<file path="src/bit_plane_watermark_codec_top_defines.svh">
// ---------------------------------------------------------------------------
// Bit-plane watermark codec assertion macros
// Shared concurrent assertion helpers; empty when SYNTHESIS is defined.
// ---------------------------------------------------------------------------
`ifndef BIT_PLANE_WATERMARK_CODEC_TOP_DEFINES_SVH
`define BIT_PLANE_WATERMARK_CODEC_TOP_DEFINES_SVH

`ifndef SYNTHESIS

// Checks that a property holds at every rising edge outside reset.
`define BPWM_ASSERT(label, clk, rst, prop, msg) \
  label: assert property (@(posedge clk) disable iff (rst) prop) else $error(msg);

// Checks that an expression is never true outside reset.
`define BPWM_NEVER(label, clk, rst, expr, msg) \
  `BPWM_ASSERT(label, clk, rst, !(expr), msg)

`else

`define BPWM_ASSERT(label, clk, rst, prop, msg)
`define BPWM_NEVER(label, clk, rst, expr, msg)

`endif

`endif

</file>
<file path="src/bpwm_pkg.sv">
// ---------------------------------------------------------------------------
// Bit-plane watermark codec package
// Cursor type and fixed codes shared by the codec modules.
// ---------------------------------------------------------------------------
package bpwm_pkg;

  // Coordinate and dimension widths.
  localparam int COORD_W = 12;
  localparam int DIM_W   = 13;

  // Largest image side the cursor can address.
  localparam int CURSOR_REACH = 4096;

  // Channel codes.
  localparam logic [1:0] CH_RED  = 2'd0;
  localparam logic [1:0] CH_BLUE = 2'd2;

  // Highest bit plane.
  localparam logic [2:0] LAST_PLANE = 3'd7;

  // Request codes.
  localparam logic REQ_EXTRACT = 1'b0;
  localparam logic REQ_EMBED   = 1'b1;

  // Configuration register indexes.
  localparam logic REG_IMAGE_WIDTH  = 1'b0;
  localparam logic REG_IMAGE_HEIGHT = 1'b1;

  // Register reset values.
  localparam logic [DIM_W-1:0] WIDTH_RESET  = 13'd640;
  localparam logic [DIM_W-1:0] HEIGHT_RESET = 13'd480;

  // Position of one sample in the image.
  typedef struct packed {
    logic [COORD_W-1:0] x;
    logic [COORD_W-1:0] y;
    logic [1:0]         channel;
    logic [2:0]         plane;
  } cursor_t;

endpackage

</file>
<file path="src/bit_plane_watermark_codec_top.sv">
// ---------------------------------------------------------------------------
// Bit-plane watermark codec top level
// Input register, cursor and bit engine, result register, config registers.
// ---------------------------------------------------------------------------
// The codec takes one colour sample per cycle while in_stall is low, at the cursor
// it reports in next_x, next_y and next_channel, and returns one result item for
// each sample through the input register and then the result register. The
// sustained rate of one item per clock, when out_stall is low, is set by the cursor
// and bit-counter update, a feedback loop around the cursor registers. After the
// last sample of plane 7 every item comes back with overrun set and the
// sample unchanged until reset. Write image_width and image_height only
// while no item is in flight.
`include "bit_plane_watermark_codec_top_defines.svh"

module bit_plane_watermark_codec_top #(
  parameter int MAX_DIM = 4096
) (
  input  logic                         clk,
  input  logic                         rst,
  // Configuration port
  input  logic                         cfg_we,
  input  logic                         cfg_index,
  input  logic [bpwm_pkg::DIM_W-1:0]   cfg_data,
  // Input channel
  input  logic                         in_valid,
  output logic                         in_stall,
  input  logic                         req_type,
  input  logic [7:0]                   sample,
  input  logic [7:0]                   payload_byte,
  // Output channel
  output logic                         out_valid,
  input  logic                         out_stall,
  output logic [bpwm_pkg::COORD_W-1:0] pos_x,
  output logic [bpwm_pkg::COORD_W-1:0] pos_y,
  output logic [1:0]                   channel,
  output logic [2:0]                   plane,
  output logic [7:0]                   new_sample,
  output logic                         byte_valid,
  output logic [7:0]                   byte_out,
  output logic                         overrun,
  output logic [bpwm_pkg::COORD_W-1:0] next_x,
  output logic [bpwm_pkg::COORD_W-1:0] next_y,
  output logic [1:0]                   next_channel
);

  logic [bpwm_pkg::DIM_W-1:0] image_width;
  logic [bpwm_pkg::DIM_W-1:0] image_height;
  logic                       in_full;
  logic                       req_q;
  logic [7:0]                 sample_q;
  logic [7:0]                 payload_q;
  logic                       move;
  bpwm_pkg::cursor_t          cur;
  bpwm_pkg::cursor_t          cur_after;
  logic                       exhausted;
  logic [7:0]                 new_sample_c;
  logic                       byte_valid_c;
  logic [7:0]                 byte_out_c;

  // Configuration registers.
  always_ff @(posedge clk) begin
    if (rst) begin
      image_width  <= bpwm_pkg::WIDTH_RESET;
      image_height <= bpwm_pkg::HEIGHT_RESET;
    end else if (cfg_we) begin
      case (cfg_index)
        bpwm_pkg::REG_IMAGE_WIDTH:  image_width  <= cfg_data;
        bpwm_pkg::REG_IMAGE_HEIGHT: image_height <= cfg_data;
        default: ;
      endcase
    end
  end

  // The held item moves on when the result register is free or drains.
  assign move     = in_full && (!out_valid || !out_stall);
  assign in_stall = in_full && !move;

  // Input register.
  always_ff @(posedge clk) begin
    if (rst) begin
      in_full <= 1'b0;
    end else if (in_valid && !in_stall) begin
      in_full <= 1'b1;
    end else if (move) begin
      in_full <= 1'b0;
    end
  end

  always_ff @(posedge clk) begin
    if (in_valid && !in_stall) begin
      req_q     <= req_type;
      sample_q  <= sample;
      payload_q <= payload_byte;
    end
  end

  // Cursor walk.
  bpwm_cursor #(
    .MAX_DIM(MAX_DIM)
  ) u_cursor (
    .clk         (clk),
    .rst         (rst),
    .step        (move),
    .image_width (image_width),
    .image_height(image_height),
    .cur         (cur),
    .cur_after   (cur_after),
    .exhausted   (exhausted)
  );

  // Embed and extract.
  bpwm_bits u_bits (
    .clk         (clk),
    .rst         (rst),
    .step        (move),
    .exhausted   (exhausted),
    .plane       (cur.plane),
    .req_type    (req_q),
    .sample      (sample_q),
    .payload_byte(payload_q),
    .new_sample  (new_sample_c),
    .byte_valid  (byte_valid_c),
    .byte_out    (byte_out_c)
  );

  // Result register valid.
  always_ff @(posedge clk) begin
    if (rst) begin
      out_valid <= 1'b0;
    end else if (move) begin
      out_valid <= 1'b1;
    end else if (!out_stall) begin
      out_valid <= 1'b0;
    end
  end

  // Result register payload.
  always_ff @(posedge clk) begin
    if (move) begin
      pos_x        <= cur.x;
      pos_y        <= cur.y;
      channel      <= cur.channel;
      plane        <= cur.plane;
      new_sample   <= new_sample_c;
      byte_valid   <= byte_valid_c;
      byte_out     <= byte_out_c;
      overrun      <= exhausted;
      next_x       <= cur_after.x;
      next_y       <= cur_after.y;
      next_channel <= cur_after.channel;
    end
  end

  // Overrun is sticky until reset.
  `BPWM_ASSERT(a_exhausted_sticky, clk, rst, exhausted |=> exhausted, "exhausted flag cleared")
  // A held item is neither lost nor altered.
  `BPWM_ASSERT(a_in_hold, clk, rst, in_stall |=> in_full && $stable(sample_q), "held item lost")
  // Every item that moves lands in the result register.
  `BPWM_ASSERT(a_move_lands, clk, rst, move |=> out_valid && (overrun == $past(exhausted)), "result not registered")
  // An overrun result never marks a byte.
  `BPWM_NEVER(a_overrun_byte, clk, rst, out_valid && overrun && byte_valid, "byte flagged on overrun")

endmodule

</file>
<file path="src/bpwm_cursor.sv">
// ---------------------------------------------------------------------------
// Bit-plane watermark cursor
// Holds the sample cursor and the exhausted flag, and steps the cursor
// through channel, column, row and plane.
// ---------------------------------------------------------------------------
module bpwm_cursor #(
  parameter int MAX_DIM = 4096
) (
  input  logic                       clk,
  input  logic                       rst,
  input  logic                       step,
  input  logic [bpwm_pkg::DIM_W-1:0] image_width,
  input  logic [bpwm_pkg::DIM_W-1:0] image_height,
  output bpwm_pkg::cursor_t          cur,
  output bpwm_pkg::cursor_t          cur_after,
  output logic                       exhausted
);

  localparam int DIM_LIMIT = (MAX_DIM > bpwm_pkg::CURSOR_REACH) ?
                             bpwm_pkg::CURSOR_REACH : MAX_DIM;
  localparam logic [bpwm_pkg::DIM_W-1:0] LIMIT = bpwm_pkg::DIM_W'(DIM_LIMIT);

  logic [bpwm_pkg::DIM_W-1:0]   width_eff;
  logic [bpwm_pkg::DIM_W-1:0]   height_eff;
  logic [bpwm_pkg::COORD_W-1:0] last_x;
  logic [bpwm_pkg::COORD_W-1:0] last_y;
  bpwm_pkg::cursor_t            cur_next;
  logic                         exhausted_next;

  // Clamp the dimensions to one at the low end and the limit at the top.
  always_comb begin
    width_eff = image_width;
    if (image_width == '0) begin
      width_eff = bpwm_pkg::DIM_W'(1);
    end else if (image_width > LIMIT) begin
      width_eff = LIMIT;
    end
    height_eff = image_height;
    if (image_height == '0) begin
      height_eff = bpwm_pkg::DIM_W'(1);
    end else if (image_height > LIMIT) begin
      height_eff = LIMIT;
    end
    last_x = bpwm_pkg::COORD_W'(width_eff - bpwm_pkg::DIM_W'(1));
    last_y = bpwm_pkg::COORD_W'(height_eff - bpwm_pkg::DIM_W'(1));
  end

  // Step to the next sample. A cursor at or past the last column or row
  // wraps as if it stood on the last one; channel code 3 acts as blue.
  always_comb begin
    cur_next       = cur;
    exhausted_next = 1'b0;
    if (cur.channel < bpwm_pkg::CH_BLUE) begin
      cur_next.channel = cur.channel + 2'd1;
    end else if (cur.x < last_x) begin
      cur_next.x       = cur.x + 1'b1;
      cur_next.channel = bpwm_pkg::CH_RED;
    end else if (cur.y < last_y) begin
      cur_next.x       = '0;
      cur_next.y       = cur.y + 1'b1;
      cur_next.channel = bpwm_pkg::CH_RED;
    end else if (cur.plane < bpwm_pkg::LAST_PLANE) begin
      cur_next.x       = '0;
      cur_next.y       = '0;
      cur_next.plane   = cur.plane + 3'd1;
      cur_next.channel = bpwm_pkg::CH_RED;
    end else begin
      exhausted_next = 1'b1;
    end
  end

  // Once exhausted the cursor holds still.
  always_comb begin
    cur_after = exhausted ? cur : cur_next;
  end

  // Cursor registers.
  always_ff @(posedge clk) begin
    if (rst) begin
      cur       <= '0;
      exhausted <= 1'b0;
    end else if (step && !exhausted) begin
      cur       <= cur_next;
      exhausted <= exhausted_next;
    end
  end

endmodule

</file>
<file path="src/bpwm_bits.sv">
// ---------------------------------------------------------------------------
// Bit-plane watermark bit engine
// Embeds a payload bit into the sample's plane, or gathers plane bits into
// bytes; counts bits modulo eight.
// ---------------------------------------------------------------------------
module bpwm_bits (
  input  logic       clk,
  input  logic       rst,
  input  logic       step,
  input  logic       exhausted,
  input  logic [2:0] plane,
  input  logic       req_type,
  input  logic [7:0] sample,
  input  logic [7:0] payload_byte,
  output logic [7:0] new_sample,
  output logic       byte_valid,
  output logic [7:0] byte_out
);

  logic [2:0] bit_index;
  logic [2:0] bit_index_next;
  logic [7:0] gathered_bits;
  logic [7:0] gathered_bits_next;
  logic       embed_bit;

  // Shift in the plane bit and pick the payload bit, MSB first.
  always_comb begin
    gathered_bits_next = {gathered_bits[6:0], sample[plane]};
    bit_index_next     = bit_index + 3'd1;
    embed_bit          = payload_byte[3'd7 - bit_index];
  end

  // Result fields; an exhausted cursor passes the sample through.
  always_comb begin
    new_sample = sample;
    byte_valid = 1'b0;
    byte_out   = '0;
    if (!exhausted) begin
      if (req_type == bpwm_pkg::REQ_EMBED) begin
        new_sample[plane] = embed_bit;
      end
      byte_valid = (bit_index_next == 3'd0);
      if (byte_valid && req_type == bpwm_pkg::REQ_EXTRACT) begin
        byte_out = gathered_bits_next;
      end
    end
  end

  // Bit counter and gathering shift register.
  always_ff @(posedge clk) begin
    if (rst) begin
      bit_index     <= '0;
      gathered_bits <= '0;
    end else if (step && !exhausted) begin
      bit_index     <= bit_index_next;
      gathered_bits <= gathered_bits_next;
    end
  end

endmodule

</file>
<file path="config.mk">
export PLATFORM = sky130hd
export DESIGN_NAME = bit_plane_watermark_codec_top
export DESIGN_NICKNAME = d
export VERILOG_FILES = /design/src/bpwm_pkg.sv /design/src/bit_plane_watermark_codec_top.sv /design/src/bpwm_cursor.sv /design/src/bpwm_bits.sv
export VERILOG_INCLUDE_DIRS = /design/src /design/src/src
export SDC_FILE = /design/constraint.sdc
export NUM_CORES = 1
export LEC_CHECK = 0
export BUFFER_PORTS_ARGS = -buffer_cell sky130_fd_sc_hd__buf_2
export CELL_PAD_IN_SITES_DETAIL_PLACEMENT = 1
export CELL_PAD_IN_SITES_GLOBAL_PLACEMENT = 2
export CORE_AREA = 2 2 155 157
export CTS_BUF_LIST = sky130_fd_sc_hd__clkbuf_4
export CTS_CLUSTER_DIAMETER = 80
export DETAILED_ROUTE_END_ITERATION = 10
export DIE_AREA = 0 0 157 159
export GPL_TIMING_DRIVEN = 0
export PLACE_DENSITY = 0.88
export SETUP_SLACK_MARGIN = 0.3
export SYNTH_ARGS = -nofsm -noshare
export SYNTH_HDL_FRONTEND = slang
export SYNTH_SLANG_ARGS = --single-unit
</file>
<file path="constraint.sdc">
create_clock -name clk -period 8.22 [get_ports clk]
set_input_delay 1.233 -clock clk [delete_from_list [all_inputs] [get_ports clk]]
set_output_delay 1.233 -clock clk [all_outputs]
set_load 0.05 [all_outputs]
</file>
== Word level (Yosys, flattened, before mapping) ==
Index checks and enable logic that the tools add are counted.
Storage, ports and cells
  word-level logic and storage cells: 97
  output and inout port bits: 75
  flip-flop bits (word level): 158
Cells by class
  multiplexer cells: 32
  magnitude comparators: 9
  reductions and logical operators: 19
  eq/ne operators: 1
  add/sub/neg operators: 8
  bitwise gates (word level): 3
Operators with widths (count)
  $mux W12: 6
  $mux W29: 2
  $gt A13 B13 Y1 const B: 2
  $logic_not A13 Y1: 2
  $mux W26: 1
  $add A12 B1 Y12 const B: 2
  $lt A12 B12 Y1: 2
  $mux W24: 1
  $sub A12 B1 Y12 const B: 2
  $mux W8: 2
  $mux W1: 11
  $mux W3: 3
  $bwmux W8: 1
  $lt A3 B4 Y1 const B: 2
  $add A3 B1 Y3 const B: 2
  $bmux W1 S3: 2
  $logic_and A1 B1 Y1: 6
  $logic_not A1 Y1: 5
  $mux W2: 2
  $reduce_and A2 Y1: 2
  $demux W1 S3: 1
  $ge A3 B1 Y1 const B: 1
  $logic_not A3 Y1: 1
  $lt A3 B3 Y1 const B: 1
  other kinds (8): 10

== Longest topological paths before layout ==
  word-level depth: 9
  mapped depth: 18
  depth with buffers taken out: 15

== Hierarchy ==
A second synthesis with hierarchy kept.
Second synthesis, totals
  cells, all modules: 767
  area total of the unflattened synthesis: 8064.0 um2
By module, submodules not included
  bit_plane_watermark_codec_top: times used 1, cells an instance 205, area each 3892.5 um2
  bpwm_cursor: times used 1, cells an instance 475, area each 3417.0 um2
  bpwm_bits: times used 1, cells an instance 87, area each 754.5 um2

== Worst setup path after synthesis ==
OpenSTA, ideal clock, no wires.
  path type: input port to flip-flop
  start: in out_stall
  end: reg, netlist name u_cursor.cur[7]
  buffers on the path: 1
  setup time: 122 ps
  cell stages on the path: 5
  path slack: -38 ps
  arrival time: 8136 ps
  cells stage by stage: a21boi_0 > nand3_1 > o31a_1 > buf_2 > a221o_1
Between the ends
  cells in the longest elaborated chain, start to end: 4
RTL lines
  from (decl): line bit_plane_watermark_codec_top.sv:32  | input logic out_stall,
  $logic_not A1 Y1
  $logic_or A1 B1 Y1: line bit_plane_watermark_codec_top.sv:75  | assign move = in_full && (!out_valid || !out_stall);
  $logic_and A1 B1 Y1: line bit_plane_watermark_codec_top.sv:75
  $logic_and A1 B1 Y1: line bpwm_cursor.sv:82  | end else if (step && !exhausted) begin
No other way between the ends.
A chain may end at the register's enable or synchronous reset.

== Worst setup path in the final report ==
  start: reg image_width[12] (netlist bit)
  end: reg, netlist name u_cursor.cur[24]
Between the ends
  cells in the longest elaborated chain, start to end: 7
  elaborated cells on any way between the ends: 8
RTL lines
  from (decl): line bit_plane_watermark_codec_top.sv:46  | logic [bpwm_pkg::DIM_W-1:0] image_width;
  from (signal assigned): line bit_plane_watermark_codec_top.sv:63  | image_width <= bpwm_pkg::WIDTH_RESET;
  from (signal assigned): line bit_plane_watermark_codec_top.sv:67  | bpwm_pkg::REG_IMAGE_WIDTH: image_width <= cfg_data;
  $gt A13 B13 Y1: line bpwm_cursor.sv:35  | end else if (image_width > LIMIT) begin
  $mux W12: line bpwm_cursor.sv:35
  $mux W12 (*): line bpwm_cursor.sv:33  | if (image_width == '0) begin
  $sub A12 B1 Y12 (*): line bpwm_cursor.sv:44  | last_x = bpwm_pkg::COORD_W'(width_eff - bpwm_pkg::DIM_W'(1));
  $lt A12 B12 Y1 (*): line bpwm_cursor.sv:55  | end else if (cur.x < last_x) begin
  $mux W12 (*): line bpwm_cursor.sv:55
  $mux W24 (*): line bpwm_cursor.sv:53  | if (cur.channel < bpwm_pkg::CH_BLUE) begin
Mark *: on every way between the ends. The rest lies on a longest branch, timed or not.

==> run metrics <==
commonest non-fill, non-tap cell in the layout=nand2_1; maxcap violations=0; Final setup viols=0; status=finished clean; flop2flop setup slack=2910 ps; Post-DP HPWL=16,500 µm; pwr dens=172 mW/mm²; Port Buf Inserts=110; layout cell share with drive strength beyond 1=0.191; Setup CP Type=register to register; Die Ht=159 µm; total CTS buffers=17; worst setup path startpoint=image_width[12]$_SDFFE_PP0P_; largest area contributor in the netlist=edfxtp_1; Peak VDD IR=0.0707 mV; Worst-Margin Slew=1170 ps; Async SR Flop Fraction=0; slowest cell on the critical path=a21oi_1; post-synthesis cell type count=65; Critical Path AT=5740 ps; Final TNS setup=0 ps; antenna violations before repair=1; CP Depth=14; ANT nets after route=0; Synth Warn #=0; First-pass DRT Iterations=4; Achievable Freq=0.188 GHz; Starting Density=0.334; CP top delay family=compound AO/OA/AOI/OAI gates; first-pass GRT wire length=34,300 µm; highest metal used=met4; DR DRC count=0; top area cells in the synthesized netlist=edfxtp_1 35%, dfxtp_1 18%, nand2_1 6.7%, ha_1 4.7%, a21oi_1 3.2%; Core ar.=0.0232 mm²; vias in the first global route=6,215; WL met1=10,500 µm; Post-CTS Hold Fix Bufs=0; Worst Setup EP=u_cursor.cur[24]$_SDFFE_PP0P_; Syn Std Cell Area=0.00776 mm²; post-cts resize count=0; # nets final=968; number of fill cells in the layout=2,708; placed cell area=0.00876 mm²; Overflow after GRT=0; max_slew headroom=0.212; IO Pins=111; drt initial violations=416; crit start category=register; RSZ-0062 raised after global routing=false; Seq/Total Area, Yosys=0.524; crit path capture type=register; reg2reg start=image_width[12]$_SDFFE_PP0P_; Rows=56; Final period util=0.646; syn_area_per_cell=10.0 µm²; FF-to-FF path depth=14; gp weighted congestion=0.805; Via density=5.18; Worst-path clk slew=150 ps; Die ar.=0.0250 mm²; commonest non-fill, non-tap cells in the layout=138 x nand2_1, 115 x buf_2, 90 x edfxtp_1; WP data required=8650 ps; worst skew pair latency=590 ps; clock buffer depth=2; Mapped Nets=837; top_reg_cell synth=edfxtp_1; TritonCTS Sinks=158; CTS tree=yes; FF-to-FF End=u_cursor.cur[24]$_SDFFE_PP0P_; worst hold slack=460 ps; Met3 Routed Length=849 µm; WL met2=9960 µm; CP Cell Sequence=clkbuf_1, inv_1, a32oi_1, ha_1, clkbuf_1, nand3_1, a32oi_1, ha_1, and4_1, a221oi_1, nand2_1, buf_2, a21oi_1, o21ai_0; worst min-delay path category=register to register; number of synthesized flops with an enable pin=90; Yosys reg bits=158; final hold vios=0; Syn Inst Count=772; CP max FO=10; synth-to-layout area growth=16.7%; drt total wl=21,600 µm; Slew Limit Fails=0; largest net degree at the start of global routing=33; largest stage delay on the critical path=780 ps; Pleak=3.30 nW; CTS H-Tree Depth=4; top-area cell type share of the netlist area=0.348; Bufs and invs on worst path=4; Worst Skew=24.0 ps; Root Buffer Master=clkbuf_4; Tot GR Track Use=0.176; final instance area=0.00905 mm²; Chip Width=157 µm; post-DR wirelength/cell=17.5 µm; Setup Buffers After CTS=0; Vias=6,400; Period minus WS final=5310 ps
-- cell families (layout without fill, tap and decap cells) --
| family | count (synthesis) | in the layout | share of synthesized area |
|---|---|---|---|
| simple gates | 318 | 318 | 0.195 |
| fa+ha+maj | 29 | 29 | 0.0468 |
| mux | 18 | 18 | 0.0313 |
| flops | 158 | 158 | 0.524 |
| xor+xnor | 11 | 11 | 0.0124 |
| buf+inv | 63 | 207 | 0.0315 |
| compound gates | 175 | 175 | 0.160 |
| other cells | 0 | 1 | 0 |
-- flip-flops by register name, summed over array words and instances (netlist names), named ones only --
signal and cells:
byte_out 8, byte_valid 1, channel 2, image_height 13, image_width 13, in_full 1
new_sample 8, next_channel 2, next_x 12, next_y 12, out_valid 1, overrun 1
payload_q 8, plane 3, pos_x 12, pos_y 12, req_q 1, sample_q 8
u_bits.bit_index 3, u_bits.gathered_bits 7, u_cursor.cur 26, u_cursor.exhausted 1
-- metrics by stage --
stage | setup slack [ps] | utilization | instances | total power, mW
3_3_place_gp | -163 | 0.375 | 1201 | 1.10
6_report | 2910 | 0.390 | 1236 | 1.56
2_1_floorplan | 2040 | - | 772 | 1.04
5_1_grt | 2410 | 0.390 | 1236 | 1.63
4_1_cts | 2840 | 0.390 | 1235 | 1.58
3_5_place_dp | 2890 | 0.378 | 1203 | 1.10
-- layout make-up --
| cell class | count | area, µm² | share of cell area |
|---|---|---|---|
| Multi-Input combinational cell | 551 | 3460 | 0.382 |
| Timing Repair Buffer | 112 | 598 | 0.0661 |
| Sequential cell | 158 | 4060 | 0.449 |
| Tap cell | 319 | 399 | 0.0441 |
| Antenna cell | 1 | 2.50 | 0.000276 |
| Clock inverter | 14 | 148 | 0.0163 |
| Clock buffer | 18 | 135 | 0.0149 |
| Buffer | 42 | 165 | 0.0182 |
| Inverter | 21 | 78.8 | 0.00871 |
-- Yosys cell counts, drive strengths merged, types with 3 or more instances --
master	count
a2111oi	5
a211oi	9
a21o	3
a21oi	49
a221o	12
a221oi	4
a31oi	19
a32oi	8
and2	12
and3	9
and4	3
buf	8
clkbuf	34
dfxtp	68
edfxtp	90
ha	29
inv	20
mux2	10
mux2i	4
mux4	4
nand2	138
nand2b	6
nand3	35
nand4	8
nor2	49
nor2b	8
nor3	26
nor4	9
o211ai	4
o21a	6
o21ai	22
o221ai	6
o22ai	4
o31ai	3
o32ai	3
or3	6
xnor2	9
-- worst min-delay path by stage --
stage / start / endpoint / slack (ps) / cells past startpoint
finish: register / plane[0]$_DFFE_PP_ / 460 / 0
global route: register / plane[0]$_DFFE_PP_ / 480 / 0
CTS: register / plane[0]$_DFFE_PP_ / 460 / 0
detailed placement: register / plane[0]$_DFFE_PP_ / 460 / 0
global placement: register / plane[0]$_DFFE_PP_ / 450 / 0
floorplan: u_cursor.cur[13]$_SDFFE_PP0P_ / pos_y[8]$_DFFE_PP_ / 430 / 0
-- where the power goes --
part | leakage, nW | total, mW | switching, mW | internal [mW]
Sequential | 1.41 | 0.881 | 0.0182 | 0.863
Clock | 0.155 | 0.480 | 0.315 | 0.164
Combinational | 1.74 | 0.200 | 0.141 | 0.0596
Total | 3.30 | 1.56 | 0.474 | 1.09
-- metal layers --
| layer | track usage | vias up |
|---|---|---|
| li1 | - | 3161 |
| met1 | 0.249 | 3077 |
| met2 | 0.276 | 137 |
| met3 | 0.0324 | 25 |
| met4 | 0.0450 | 0 |
| met5 | 0 | - |
Power figures use the tool's default switching activity.
